File: config.mk
export PLATFORM = sky130hd
export DESIGN_NAME = wsqt_ctrl
export DESIGN_NICKNAME = d
export VERILOG_FILES = /design/src/wsqt_pkg.sv /design/src/wsqt_ctrl.sv
export VERILOG_INCLUDE_DIRS = /design/src /design/src/src
export SDC_FILE = /design/constraint.sdc
export NUM_CORES = 1
export LEC_CHECK = 0
export BUFFER_PORTS_ARGS = -buffer_cell sky130_fd_sc_hd__buf_2
export CELL_PAD_IN_SITES_DETAIL_PLACEMENT = 0
export CELL_PAD_IN_SITES_GLOBAL_PLACEMENT = 1
export CORE_MARGIN = 5
export CORE_UTILIZATION = 39
export DETAILED_ROUTE_END_ITERATION = 12
export PLACE_DENSITY = 0.88
export SETUP_SLACK_MARGIN = 0.5
export SYNTH_ARGS = -nofsm -noshare
export SYNTH_HDL_FRONTEND = slang
export SYNTH_SLANG_ARGS = --single-unit
export TNS_END_PERCENT = 20
File: constraint.sdc
create_clock -name clk -period 3.7 [get_ports clk]
set_input_delay 0.555 -clock clk [delete_from_list [all_inputs] [get_ports clk]]
set_output_delay 0.555 -clock clk [all_outputs]
set_load 0.1 [all_outputs]
File: src/waveform_segment_quad_tessellator_assert.svh
// ---------------------------------------------------------------------------
// Assertion macros for the waveform segment tessellator
// Wraps concurrent assertions; empty bodies when synthesizing.
// ---------------------------------------------------------------------------
`ifndef WAVEFORM_SEGMENT_QUAD_TESSELLATOR_ASSERT_SVH
`define WAVEFORM_SEGMENT_QUAD_TESSELLATOR_ASSERT_SVH
`ifndef SYNTHESIS
`define WSQT_ASSERT(label, prop, msg) \
  label: assert property (@(posedge clk) disable iff (rst) prop) else $error(msg);
`define WSQT_ASSERT_NR(label, prop, msg) \
  label: assert property (@(posedge clk) prop) else $error(msg);
`else
`define WSQT_ASSERT(label, prop, msg)
`define WSQT_ASSERT_NR(label, prop, msg)
`endif
`endif

File: src/wsqt_pkg.sv
// ---------------------------------------------------------------------------
// wsqt_pkg
// Shared types and constants of the waveform segment tessellator.
// ---------------------------------------------------------------------------
`default_nettype none
package wsqt_pkg;
  localparam int QW = 32;
  localparam int ADDR_W = 5;

  localparam logic [2:0] REG_X_ORIGIN = 3'd0;
  localparam logic [2:0] REG_X_STEP   = 3'd1;
  localparam logic [2:0] REG_WIDTH_H  = 3'd2;
  localparam logic [2:0] REG_WIDTH_V  = 3'd3;
  localparam logic [2:0] REG_RED      = 3'd4;
  localparam logic [2:0] REG_GREEN    = 3'd5;
  localparam logic [2:0] REG_BLUE     = 3'd6;
  localparam logic [2:0] REG_ALPHA    = 3'd7;

  typedef enum logic [3:0] {
    ST_IDLE, ST_SCALE, ST_SQR, ST_SQRT, ST_DIVX, ST_DIVY, ST_OFS, ST_EMIT
  } state_t;

  // controller -> datapath
  typedef struct packed {
    logic load;       // capture sample, compute current point and deltas
    logic first;      // store point only
    logic scale_step; // halve deltas once
    logic sqr_x;      // square x magnitude
    logic sqr_y;      // square y magnitude and sum
    logic sqrt_init;
    logic sqrt_step;
    logic div_init;
    logic div_step;
    logic div_sel_y;
    logic ofs_x;
    logic ofs_y;
    logic commit;     // advance previous point
  } cmd_t;

  // datapath -> controller
  typedef struct packed {
    logic need_scale;
    logic zero_len;
  } stat_t;
endpackage
`default_nettype wire

File: src/wsqt_ctrl.sv
// ---------------------------------------------------------------------------
// wsqt_ctrl
// Sequencer: accepts a sample, steps the datapath, emits six vertices per segment.
// ---------------------------------------------------------------------------
`default_nettype none
`include "waveform_segment_quad_tessellator_assert.svh"
module wsqt_ctrl (
  input  wire logic       clk,
  input  wire logic       rst,
  input  wire logic       in_valid,
  input  wire logic       in_start,
  output logic            in_ready,
  output logic            out_valid,
  input  wire logic       out_ready,
  output logic [2:0]      vtx_idx,
  output wsqt_pkg::cmd_t  cmd,
  input  wire wsqt_pkg::stat_t stat
);
  import wsqt_pkg::*;

  state_t state, state_next;
  logic [5:0] cnt, cnt_next;
  logic have_prev;
  logic [2:0] vtx_next;

  always_ff @(posedge clk) begin
    if (rst) begin
      state <= ST_IDLE;
      cnt <= '0;
      have_prev <= 1'b0;
      vtx_idx <= '0;
    end else begin
      state <= state_next;
      cnt <= cnt_next;
      vtx_idx <= vtx_next;
      if (in_valid && in_ready) have_prev <= 1'b1;
    end
  end

  always_comb begin
    state_next = state;
    cnt_next = cnt;
    vtx_next = vtx_idx;
    cmd = '0;
    in_ready = 1'b0;
    out_valid = 1'b0;
    unique case (state)
      ST_IDLE: begin
        in_ready = 1'b1;
        if (in_valid) begin
          if (in_start || !have_prev) cmd.first = 1'b1;
          else begin
            cmd.load = 1'b1;
            state_next = ST_SCALE;
          end
        end
      end
      ST_SCALE: begin
        if (stat.zero_len) begin
          vtx_next = '0;
          state_next = ST_EMIT;
        end else if (stat.need_scale) cmd.scale_step = 1'b1;
        else begin
          cmd.sqr_x = 1'b1;
          state_next = ST_SQR;
        end
      end
      ST_SQR: begin
        cmd.sqr_y = 1'b1;
        cmd.sqrt_init = 1'b1;
        cnt_next = '0;
        state_next = ST_SQRT;
      end
      ST_SQRT: begin
        cmd.sqrt_step = 1'b1;
        cnt_next = cnt + 6'd1;
        if (cnt == 6'd31) begin
          state_next = ST_DIVX;
          cmd.div_init = 1'b1;
          cnt_next = '0;
        end
      end
      ST_DIVX: begin
        cmd.div_step = 1'b1;
        cnt_next = cnt + 6'd1;
        if (cnt == 6'd47) begin
          state_next = ST_DIVY;
          cnt_next = '0;
        end
      end
      ST_DIVY: begin
        if (cnt == 6'd0) begin
          cmd.div_init = 1'b1;
          cmd.div_sel_y = 1'b1;
          cnt_next = 6'd1;
        end else begin
          cmd.div_step = 1'b1;
          cnt_next = cnt + 6'd1;
          if (cnt == 6'd48) begin
            state_next = ST_OFS;
            cnt_next = '0;
          end
        end
      end
      ST_OFS: begin
        if (cnt == 6'd0) begin
          cmd.ofs_x = 1'b1;
          cnt_next = 6'd1;
        end else begin
          cmd.ofs_y = 1'b1;
          vtx_next = '0;
          state_next = ST_EMIT;
        end
      end
      ST_EMIT: begin
        out_valid = 1'b1;
        if (out_ready) begin
          vtx_next = vtx_idx + 3'd1;
          if (vtx_idx == 3'd5) begin
            cmd.commit = 1'b1;
            vtx_next = '0;
            state_next = ST_IDLE;
          end
        end
      end
      default: state_next = ST_IDLE;
    endcase
  end

  `WSQT_ASSERT(a_no_out_idle, (state == ST_IDLE) |-> !out_valid, "output while idle")
  `WSQT_ASSERT(a_vtx_range, out_valid |-> (vtx_idx <= 3'd5), "vertex index out of range")
  `WSQT_ASSERT(a_ready_idle, in_ready |-> (state == ST_IDLE), "ready while busy")
endmodule
`default_nettype wire

==> summary.md <==
| Metric | Value |
|---|---|
| Run status | complete, no violations |
| Post-synthesis instance total | 128 |
| Fin Clk Skew | 0.000502 ns |
| WL per Instance | 14.2 µm |
| Leak pwr | 0.000482 µW |
| Final WL | 2.53 mm |
| First-pass GRT wire length | 4.56 mm |
| Maximum vdd ir drop | 489 µV |
| Fin crit period | 2.80 ns |
| I/O pin cnt | 25 |
| Tot Pwr | 798 µW |
| Share of flip-flops with an asynchronous set or reset | 0 |
| PostCTS Resize Cnt | 0 |
| Worst Hold Margin | 0.502 ns |
| EDFF count, synth | 0 |
| Vias in the first global route | 1012 |
| Peak Freq | 357 MHz |
| 1st-pass router iterations | 4 |
| Final nets | 160 |
| Worst-path cell chain | inv_1, ha_1, nor4b_4, nor2b_1, nand2_1, nor2_1, a31o_2, buf_2 |
| CP Capture Type | primary output |
| Area Growth Syn to Fin | 17.3% |
| FF+latch area | 260 µm² |
| GR Util All Layers | 0.165 |
| Largest net degree at the start of global routing | 15 |
| Mapped Area | 950 µm² |
| Top_reg_cell synth | dfxtp_1 |
| Synth top area share | 0.274 |
| Sw Pwr | 473 µW |
| Reg power frac | 0.256 |
| Beginning of the worst hold path | have_prev |
| Clk sinks | 13 |
| Reg2reg start | state[2] |
| Vias | 1009 |
| Fin worst setup slack | 0.901 ns |
| Max-slew headroom | 0.649 |
| Crit share post-route | 0.756 |
| Worst skew pair latency | 0.28 ns |
| Internal power | 325 µW |
| Synthesized area per cell | 7.42 µm² |
| Global route total overflow | 0 |
| Slew Limit Fails | 0 |
| Max stage delay cell, worst path | buf_2 |
| Fin. Hold Viols | 0 |
| Hold endpoint | have_prev |
| CP required | 3.14 ns |
| Most frequent cells after synthesis | nand2_1 (16), dfxtp_1 (13), nor2_1 (13) |
| Worst Path Arrival | 2.24 ns |
| Initial core utilization | 0.417 |
| Comb pwr share | 0.630 |
| Unrepaired setup endpoints after global routing | false |
| Antenna violations before repair | 0 |
| Seq cells post-synth | 13 |
| Largest cells by area after synthesis | dfxtp_1 (27%), a21oi_1 (6.3%), nand2_1 (6.3%) |
| Port buffer count | 24 |
| Chip Height | 59.3 µm |
| Yosys warns | 0 |
| Placer congestion estimate | 0.913 |
| Post-synthesis sequential area ratio | 0.274 |
| Pre-CTS setup slack | 1.21 ns |
| Row cnt | 17 |
| Max incr delay on CP | 0.42 ns |
| Die width | 59.3 µm |
| TritonCTS clock tree | done |
| Initial DRC Count | 21 |
| Post-CTS Setup Bufs | 0 |
| Hold_buf cts | 0 |
| Worst Tran Pin Value | 0.525 ns |
| Setup TNS | 0 ns |
| Hold Path Stages | 2 |
| Root buf cell | clkbuf_4 |
| HP Class | flip-flop to flip-flop |
| Reg2Reg Setup Slack | 1.75 ns |
| Worst Path Max Fanout | 4 |
| Multi-input gate area | 646 µm² |
| ANT nets after route | 0 |
| Filler Cell Count | 231 |
| Die area | 3520 µm² |
| Number of diodes | 0 |
| Maximum capacitance violations | 0 |
| Non-filler cells, final | 178 |
| CTS buffer count | 3 |
| Cell Pwr Density | 717 nW/µm² |
| Synth area leader | dfxtp_1 |
| Netlist cell types | 40 |
| H-tree levels | 1 |
| Final setup viols | 0 |
| # DRC | 0 |
| Core area | 2280 µm² |
| DP HPWL | 1.92 mm |
| Setup Crit Path Kind | flip-flop to primary output |
| DR vias/cell | 5.67 |
| Mapped Nets | 137 |
| Max Buffers Root-to-Sink | 2 |
| Share of layout cells above drive strength 1 | 0.240 |
| Placed insts | 174 |
| Startpoint Class | flip-flop |
| Sw Share | 0.593 |
| Depth of the worst register-to-register path | 5 |
| Clock network power share | 0.114 |
| Crit Reg-Reg Endpoint | state[0] |
| Clk pin slew, worst setup/hold paths | 0.08 ns |
| Most common cell in the netlist | nand2_1 |
==> metrics by stage <==
stage,cell area (µm²),util
after global routing,1110,0.489
final,1110,0.489
after floorplan,961,-
after global placement,1090,0.478
after detailed placement,1090,0.478
after CTS,1110,0.489
==> power groups by stage <==
stage	Clock, µW	Combinational, µW	Sequential (µW)
3_3_place_gp	0	495	206
5_1_grt	97.6	543	210
3_5_place_dp	0	497	208
4_1_cts	93.8	503	204
2_1_floorplan	0	454	177
6_report	91.1	503	204
==> flip-flops by register name (all words and copies together), names as in the netlist <==
signal / flops
cnt: 6
state: 3
vtx_idx: 3
have_prev: 1
==> layer usage <==
| layer | wire, µm | GRT usage |
|---|---|---|
| met1 | 1150 | 0.210 |
| met2 | 1230 | 0.273 |
| met3 | 117 | 0.0349 |
| met4 | 41 | 0.0550 |
| met5 | 0 | 0 |
==> worst max-delay path by stage <==
| stage | startpoint | to | slack (ns) | cells past startpoint |
|---|---|---|---|---|
| floorplan | state[2] | cmd[5] | -0.31 | 3 |
| global placement | cnt[0] | cmd[5] | 1.31 | 8 |
| detailed placement | cnt[0] | cmd[5] | 1.21 | 8 |
| CTS | cnt[0] | cmd[5] | 0.89 | 8 |
| global route | cnt[0] | cmd[5] | 0.72 | 8 |
| finish | cnt[0] | cmd[5] | 0.90 | 8 |
==> layout make-up <==
| type | instances | share of cell area |
|---|---|---|
| Clock buffer | 4 | 0.0236 |
| Inverter | 7 | 0.0236 |
| Multi-Input combinational cell | 102 | 0.580 |
| Sequential cell | 13 | 0.234 |
| Tap cell | 28 | 0.0315 |
| Timing Repair Buffer | 24 | 0.108 |
==> cells in the final DEF, fill, tap and decap left out, types with 2 or more instances in the layout <==
cell type and count:
nand2_1 16, o21ai_0 3, a211oi_1 3, or2_2 2, and3_1 3, nand3_1 4
a31oi_1 4, a21o_1 3, nor2_1 13, buf_2 24, a31o_2 2, nand2b_1 2
inv_1 7, ha_1 2, or3_1 2, nor2b_1 3, a21oi_1 12, o21a_1 2
a32oi_1 2, clkbuf_4 3, dfxtp_1 13, nor3_1 4, nand3b_1 3
==> kinds of logic (layout without fill, tap and decap cells) <==
group,Yosys count,in the layout,share of synthesized area
AOI/OAI and AO/OA,37,37,0.278
adders and majority gates,2,2,0.0263
buffers and inverters,13,35,0.0580
DFF,13,13,0.274
and+or+nand+nor,63,63,0.364
==> critical path: cells and delay by family (launching register included) <==
family | cells | cell delay (ns)
flip-flops | 1 | 0.34
adder cells (fa/ha/maj) | 1 | 0.18
buffers and inverters | 2 | 0.52
AO/OA/AOI/OAI | 1 | 0.13
AND/OR/NAND/NOR | 4 | 0.80
Note: power is estimated with default switching activity, not from simulation.
