===== src/waveform_segment_quad_tessellator_assert.svh =====
// ---------------------------------------------------------------------------
// Assertion macros for the waveform segment tessellator
// Wraps concurrent assertions; empty bodies when synthesizing.
// ---------------------------------------------------------------------------
`ifndef WAVEFORM_SEGMENT_QUAD_TESSELLATOR_ASSERT_SVH
`define WAVEFORM_SEGMENT_QUAD_TESSELLATOR_ASSERT_SVH
`ifndef SYNTHESIS
`define WSQT_ASSERT(label, prop, msg) \
  label: assert property (@(posedge clk) disable iff (rst) prop) else $error(msg);
`define WSQT_ASSERT_NR(label, prop, msg) \
  label: assert property (@(posedge clk) prop) else $error(msg);
`else
`define WSQT_ASSERT(label, prop, msg)
`define WSQT_ASSERT_NR(label, prop, msg)
`endif
`endif


===== src/wsqt_pkg.sv =====
// ---------------------------------------------------------------------------
// wsqt_pkg
// Shared types and constants of the waveform segment tessellator.
// ---------------------------------------------------------------------------
`default_nettype none
package wsqt_pkg;
  localparam int QW = 32;
  localparam int ADDR_W = 5;

  localparam logic [2:0] REG_X_ORIGIN = 3'd0;
  localparam logic [2:0] REG_X_STEP   = 3'd1;
  localparam logic [2:0] REG_WIDTH_H  = 3'd2;
  localparam logic [2:0] REG_WIDTH_V  = 3'd3;
  localparam logic [2:0] REG_RED      = 3'd4;
  localparam logic [2:0] REG_GREEN    = 3'd5;
  localparam logic [2:0] REG_BLUE     = 3'd6;
  localparam logic [2:0] REG_ALPHA    = 3'd7;

  typedef enum logic [3:0] {
    ST_IDLE, ST_SCALE, ST_SQR, ST_SQRT, ST_DIVX, ST_DIVY, ST_OFS, ST_EMIT
  } state_t;

  // controller -> datapath
  typedef struct packed {
    logic load;       // capture sample, compute current point and deltas
    logic first;      // store point only
    logic scale_step; // halve deltas once
    logic sqr_x;      // square x magnitude
    logic sqr_y;      // square y magnitude and sum
    logic sqrt_init;
    logic sqrt_step;
    logic div_init;
    logic div_step;
    logic div_sel_y;
    logic ofs_x;
    logic ofs_y;
    logic commit;     // advance previous point
  } cmd_t;

  // datapath -> controller
  typedef struct packed {
    logic need_scale;
    logic zero_len;
  } stat_t;
endpackage
`default_nettype wire


===== src/wsqt_regs.sv =====
// ---------------------------------------------------------------------------
// wsqt_regs
// APB register file for origin, step, widths and colour.
// ---------------------------------------------------------------------------
`default_nettype none
module wsqt_regs (
  input  wire logic        clk,
  input  wire logic        rst,
  input  wire logic        psel,
  input  wire logic        penable,
  input  wire logic        pwrite,
  input  wire logic [4:0]  paddr,
  input  wire logic [31:0] pwdata,
  output logic [31:0]      prdata,
  output logic signed [31:0] x_origin,
  output logic signed [31:0] x_step,
  output logic [30:0]      width_horizontal,
  output logic [30:0]      width_vertical,
  output logic [7:0]       red_level,
  output logic [7:0]       green_level,
  output logic [7:0]       blue_level,
  output logic [7:0]       alpha_level
);
  import wsqt_pkg::*;
  logic wr;
  assign wr = psel & penable & pwrite;
  always_ff @(posedge clk) begin
    if (rst) begin
      x_origin <= '0;
      x_step <= 32'sd65536;
      width_horizontal <= 31'd65536;
      width_vertical <= 31'd65536;
      red_level <= 8'hff;
      green_level <= 8'hff;
      blue_level <= 8'hff;
      alpha_level <= 8'hff;
    end else if (wr && paddr[1:0] == 2'b00) begin
      unique case (paddr[4:2])
        REG_X_ORIGIN: x_origin <= pwdata;
        REG_X_STEP:   x_step <= pwdata;
        REG_WIDTH_H:  width_horizontal <= pwdata[30:0];
        REG_WIDTH_V:  width_vertical <= pwdata[30:0];
        REG_RED:      red_level <= pwdata[7:0];
        REG_GREEN:    green_level <= pwdata[7:0];
        REG_BLUE:     blue_level <= pwdata[7:0];
        default:      alpha_level <= pwdata[7:0];
      endcase
    end
  end
  always_comb begin
    unique case (paddr[4:2])
      REG_X_ORIGIN: prdata = x_origin;
      REG_X_STEP:   prdata = x_step;
      REG_WIDTH_H:  prdata = {1'b0, width_horizontal};
      REG_WIDTH_V:  prdata = {1'b0, width_vertical};
      REG_RED:      prdata = {24'b0, red_level};
      REG_GREEN:    prdata = {24'b0, green_level};
      REG_BLUE:     prdata = {24'b0, blue_level};
      default:      prdata = {24'b0, alpha_level};
    endcase
  end
endmodule
`default_nettype wire


===== config.mk =====
export PLATFORM = sky130hd
export DESIGN_NAME = wsqt_regs
export DESIGN_NICKNAME = d
export VERILOG_FILES = /design/src/waveform_segment_quad_tessellator_assert.svh /design/src/wsqt_pkg.sv /design/src/wsqt_regs.sv
export SDC_FILE = /design/constraint.sdc
export NUM_CORES = 1
export LEC_CHECK = 0
export ABC_AREA = 1
export BUFFER_PORTS_ARGS = -buffer_cell sky130_fd_sc_hd__buf_2
export CORE_UTILIZATION = 47
export DETAILED_ROUTE_END_ITERATION = 10
export GPL_ROUTABILITY_DRIVEN = 0
export GPL_TIMING_DRIVEN = 0
export HOLD_SLACK_MARGIN = 0.03
export PLACE_DENSITY = 0.84
export SYNTH_ARGS = -nofsm -noshare
export SYNTH_HDL_FRONTEND = slang
export SYNTH_SLANG_ARGS = --single-unit

===== constraint.sdc =====
create_clock -name clk -period 1.4 [get_ports clk]
set_input_delay 0.28 -clock clk [delete_from_list [all_inputs] [get_ports clk]]
set_output_delay 0.28 -clock clk [all_outputs]
set_load 0.03 [all_outputs]

==> results of run 1 <==
[through the flow]
stage	setup TNS [ns]	area [um2]	cells	util	hold slack (ns)
2_1_floorplan	-3.44	7830	1150	-	0.434
3_3_place_gp	-58.32	9250	1596	0.580	0.479
3_5_place_dp	-61.74	9250	1596	0.580	0.473
4_1_cts	-8.88	10500	1656	0.658	0.158
5_1_grt	-9.98	10600	1660	0.666	0.176
6_report	-9.02	10600	1660	0.666	0.162
[cells by family after synthesis]
group | count (synthesis) | share of synthesized area
AND/OR/NAND/NOR | 724 | 0.419
AO/OA/AOI/OAI | 123 | 0.0799
flip-flops | 158 | 0.410
buffers and inverters | 145 | 0.0908
[synthesized netlist by cell type]
cell and n:
a21oi_1 123, buf_1 4, buf_2 52, buf_4 8, buf_6 8, clkbuf_1 27, clkinv_1 1, dfxtp_1 158
inv_1 41, inv_2 4, nand2_1 293, nand2_2 2, nand3_1 209, nand3b_1 1, nand4_1 63, nor2_1 147
nor2_2 2, nor2_4 2, nor3_4 5
[area by class of cell]
| class | count | share of cell area |
|---|---|---|
| buffer | 97 | 0.0659 |
| clock buffer | 20 | 0.0440 |
| clock inverter | 12 | 0.0103 |
| inverter | 46 | 0.0167 |
| multi-input combinational | 847 | 0.381 |
| sequential | 158 | 0.300 |
| tap | 216 | 0.0255 |
| timing repair buffer | 264 | 0.157 |
[flip-flops by register name, summed over array words and instances (netlist names)]
signal	count
width_vertical	31
x_origin	32
x_step	32
green_level	8
width_horizontal	31
red_level	8
blue_level	8
alpha_level	8
[where the power goes]
| part | switching (uW) | internal (uW) | total (uW) |
|---|---|---|---|
| combinational | 815 | 412 | 1230 |
| sequential | 18.0 | 4510 | 4530 |
| clock | 1990 | 2600 | 4580 |
| total | 2820 | 7520 | 10300 |
[critical path, stage by stage]
cell and delay [ns]:
buf_8 0.11, buf_8 0.13, nor3_4 0.27, buf_6 0.18, buf_8 0.15, nand2_1 0.06, nand4_1 0.12, buf_6 0.16
[worst max path at each step]
stage / startpoint / to / slack, ns / depth (start not counted)
6_report: paddr[3] / prdata[14] / -0.34 / 8
5_1_grt: paddr[3] / prdata[16] / -0.36 / 8
4_1_cts: paddr[3] / prdata[25] / -0.36 / 9
3_5_place_dp: paddr[3] / prdata[25] / -0.61 / 9
3_3_place_gp: paddr[3] / prdata[17] / -0.60 / 7
2_1_floorplan: paddr[4] / prdata[10] / -0.15 / 6
[metal layers]
metal  global-route usage  share of wire  vias to the layer above
met3               0.0947           0.13                      154
met2                0.566           0.45                      709
li1                     -              -                     4375
met1                0.449           0.36                     4345
met5                    0              0                        -
met4                0.212          0.059                        0
[what timing repair did]
| item | CTS | global route |
|---|---|---|
| endpoints found under the setup margin | 32 | 93 |
| pin swaps | 27 | 23 |
| gates resized for setup | 136 | 39 |
| cloned | 2 | 1 |
| buffers inserted | 26 | 6 |
==> impl_metrics.ini, run 1 <==
[sta]
finalHoldViolCount = 0
fin_skew_ns = 0
setup_viol = 32
fmax_ghz = 0.575
slew_headroom = 0.568
finalMaxSlewViolations = 0
setup_slack_ns = -0.340
worst_slew_pin_slew_ns = 0.648
min_period_ns = 1.74
rsz0062_at_grt = yes
period_share = 1.24

[route]
first_pass_iters = 8
post_drt_wl_per_cell_um = 18.7
wl_mm = 31.0
vias_per_cell = 5.77
antenna_left = 0
drc = 0
drtIter0Drc = 1079
vias = 9583

[clock_tree]
insertion_delay_ns = 0.44
clk_pin_slew_ns = 0.06
cts_max_path_buffers = 2
cts-root-buf = clkbuf_16
cts_htree_levels = 4
cts_hold_buf = 0
cts_buffers = 17
cts_tree = yes
cts.sinks = 158

[hold_path]
hold_start = pwdata[16]
min_path_cells = 3
hold_end = width_vertical[16]
hold_path.class = in2reg

[place]
io_buffer_count = 230
dp_hpwl_mm = 20.8
pre_cts_ws_ns = -0.610

[pwr]
peakVddDrop_mv = 0.929
p_total_uw = 10300
leakage_uw = 0.00522
p_per_area_mw_per_mm2 = 974

[setup_path]
crit_arrival_ns = 1.46
cp-start-kind = input port
required_ns = 1.12
worstReg2RegStart = width_horizontal[6]
ff2ff_path_depth = 3
r2r-end = width_horizontal[6]
reg2reg_slack_ns = 0.58
critPathKind = in2out
cp-end-kind = output port
cp_max_fo = 10

[global_route]
grt_pass1_vias = 8742
grt_max_degree = 17
grt_use_total = 0.362
antenna_found_initial = 0
grt-ovfl-total = 0
grt_pass1_wl_mm = 46.3

[cells_and_area]
fin_nets = 1473
drive_gt1_frac = 0.307
n_fill_cell = 1337
layout_commonest_cell = nand2_1
multi_input_area_mm2 = 0.00404
syn_to_final_growth_pct = 37.7
num_antenna_cells = 0
final-seq-area_mm2 = 0.00318
layout_common_cells = nand2_1 (273), buf_2 (237), nand3_1 (201)

[logic_synthesis]
synth_area_mm2 = 0.00771
ys_types = 19
seq_area_frac_synth = 0.410
syn_inst = 1150
synth.net_count = 1192
synth_top_area_cell = dfxtp_1
ys_warn_count = 0
ys_seq_elements = 158
synth_top_area_frac = 0.410
ys_top_cells_by_area = dfxtp_1 (41%), nand2_1 (14%), nand3_1 (14%), a21oi_1 (8.0%), nor2_1 (7.2%)
syn_area_per_cell_um2 = 6.70

[run]
maxCapViolCount = 0

[floorplan]
fp-row-count = 46
coreArea_mm2 = 0.0159
die_h_um = 130
die_x_um = 130
dieArea_mm2 = 0.0169
start_util = 0.483
io_pins = 232

[run_status]
violations = negative setup slack
status = finished, violations left
(Power assumes the default switching activity.)
==> run 2: changes to the inputs <==
--- a/config.mk
+++ b/config.mk
@@ -6,13 +6,14 @@
 export NUM_CORES = 1
 export LEC_CHECK = 0
 export ABC_AREA = 1
+export ABC_CLOCK_PERIOD_IN_PS = 1400
 export BUFFER_PORTS_ARGS = -buffer_cell sky130_fd_sc_hd__buf_2
 export CORE_UTILIZATION = 47
 export DETAILED_ROUTE_END_ITERATION = 10
 export GPL_ROUTABILITY_DRIVEN = 0
 export GPL_TIMING_DRIVEN = 0
 export HOLD_SLACK_MARGIN = 0.03
-export PLACE_DENSITY = 0.84
+export PLACE_DENSITY = 0.77
 export SYNTH_ARGS = -nofsm -noshare
 export SYNTH_HDL_FRONTEND = slang
 export SYNTH_SLANG_ARGS = --single-unit
==> run 2 against run 1 <==
The flow still finishes with violations (negative setup slack). First-iteration DRC count up 9.9%. Clock power increased by 7.4%. Final cell count grew 0.90%. Via count is 1.1% higher. Hold slack got worse by 0.0039 ns. Setup slack worse by 0.037 ns. Non-clock buffer count up 15. Register-to-register slack better by 0.06 ns. Critical endpoint is now prdata[30]. Largest power group unchanged.
==> impl_metrics.ini, run 2 (same netlist as run 1, synthesis figures left out) <==
[run_status]
status = finished, violations left
violations = negative setup slack

[route]
antenna_left = 0
drtIter0Drc = 1186
drc = 0
post_drt_wl_per_cell_um = 18.7
vias_per_cell = 5.78
wl_mm = 31.2
vias = 9684
first_pass_iters = 9

[setup_path]
r2r-end = width_horizontal[5]
cp-end-kind = output port
required_ns = 1.12
worstReg2RegStart = width_horizontal[5]
cp_max_fo = 7
crit_start = paddr[2]
crit_arrival_ns = 1.50
max_stage_delay_ns = 0.22
critPathSlowestCell = buf_6
reg2reg_slack_ns = 0.64
cp_cell_sequence = buf_12, buf_8, nor3_4, buf_6, buf_8, nand2_2, nand4_1, buf_6
cp-start-kind = input port
ff2ff_path_depth = 3
critPathKind = in2out

[floorplan]
fp-row-count = 46
dieArea_mm2 = 0.0169
die_h_um = 130
coreArea_mm2 = 0.0159
io_pins = 232
die_x_um = 130
start_util = 0.483

[pwr]
sw_frac_of_total = 0.273
comb_power_share = 0.116
p_clk_frac = 0.460
p_total_uw = 10700
leakage_uw = 0.00525
switching_power_uw = 2920
p_per_area_mw_per_mm2 = 990
peakVddDrop_mv = 0.983
seqPwrFrac = 0.424
internal_power_uw = 7760

[cells_and_area]
layout_common_cells = nand2_1 (276), buf_2 (237), nand3_1 (199)
syn_to_final_growth_pct = 40.0
final-seq-area_mm2 = 0.00321
finalCoreUtilization = 0.677
fin_nets = 1488
multi_input_area_mm2 = 0.00401
num_antenna_cells = 0
drive_gt1_frac = 0.324
n_fill_cell = 1342
layout_commonest_cell = nand2_1
top_regs = x_origin x32, x_step x32

[place]
io_buffer_count = 230
pre_cts_ws_ns = -0.612
dp_hpwl_mm = 20.8

[clock_tree]
cts-root-buf = clkbuf_16
cts_htree_levels = 4
clk_pin_slew_ns = 0.07
cts_hold_buf = 0
cts_max_path_buffers = 2
insertion_delay_ns = 0.44
cts.sinks = 158
cts_tree = yes
cts_buffers = 17

[sta]
rsz0062_at_grt = yes
min_period_ns = 1.78
fin_skew_ns = 0
finalHoldViolCount = 0
whs_ns = 0.158
period_share = 1.27
setup_tns_ns = -9.02
setup_viol = 34
setup_slack_ns = -0.377
worst_slew_pin_slew_ns = 0.612
slew_headroom = 0.592
finalMaxSlewViolations = 0
fmax_ghz = 0.563

[hold_path]
hold_end = width_vertical[16]
hold_path.class = in2reg
min_path_cells = 3
hold_start = pwdata[16]

[run]
maxCapViolCount = 0

[global_route]
grt_max_degree = 17
grt_pass1_wl_mm = 45.9
antenna_found_initial = 0
grt-ovfl-total = 0
grt_use_total = 0.360
grt_pass1_vias = 8240
-- run 2: cell types whose count changed in the layout (fill, tap and decap cells not counted), moves of 3 or more --
| cell | change |
|---|---|
| buf_4 | +15 |
| clkbuf_8 | -3 |
| clkinv_4 | +4 |
| nand2_4 | -5 |
| dfxtp_1 | -18 |
| nand2_1 | +3 |
| dfxtp_2 | +16 |
-- run 2: final cells by class --
type	instances	share of cell area
inverters	46	0.0167
plain buffers	98	0.0652
repair buffers	278	0.167
clock inverters	15	0.0175
clock buffers	17	0.0394
well taps	216	0.0250
flip-flops and latches	158	0.297
multi-input cells	847	0.372
-- run 2: worst max path at each step --
stage,slack [ns],cells past startpoint,endpoint
floorplan,-0.15,6,prdata[10]
global placement,-0.60,9,prdata[30]
detailed placement,-0.61,8,prdata[25]
CTS,-0.34,8,prdata[9]
global route,-0.38,8,prdata[30]
finish,-0.38,8,prdata[30]
-- run 2: power groups by stage --
stage	Clock, uW	Combinational (uW)	Sequential (uW)
5_1_grt	5080	1300	4530
2_1_floorplan	0	623	4660
3_5_place_dp	0	1010	4630
3_3_place_gp	0	1000	4630
4_1_cts	4890	1170	4530
6_report	4920	1240	4530
-- run 2: per-stage QoR --
step,cells,area (um2)
global placement,1596,9250
finish,1675,10800
global route,1675,10800
floorplan,1150,7830
CTS,1667,10600
detailed placement,1596,9250
-- run 2: repair_timing --
action	in CTS	in global routing
gates resized for setup	148	42
setup endpoints to repair	32	119
gates cloned	3	2
setup buffers	36	8
pin swaps	46	37
-- run 2: worst max-delay path, delay by kind of cell --
| kind | cells | cell delay [ns] |
|---|---|---|
| buffers and inverters | 5 | 0.79 |
| AND/OR/NAND/NOR | 3 | 0.42 |
-- run 2: layer usage --
metal | vias to the layer above | global-route usage | share of wire
met4 | 0 | 0.184 | 0.047
met1 | 4412 | 0.468 | 0.38
met5 | - | 0 | 0
met2 | 741 | 0.553 | 0.45
met3 | 120 | 0.0886 | 0.13
li1 | 4411 | - | -
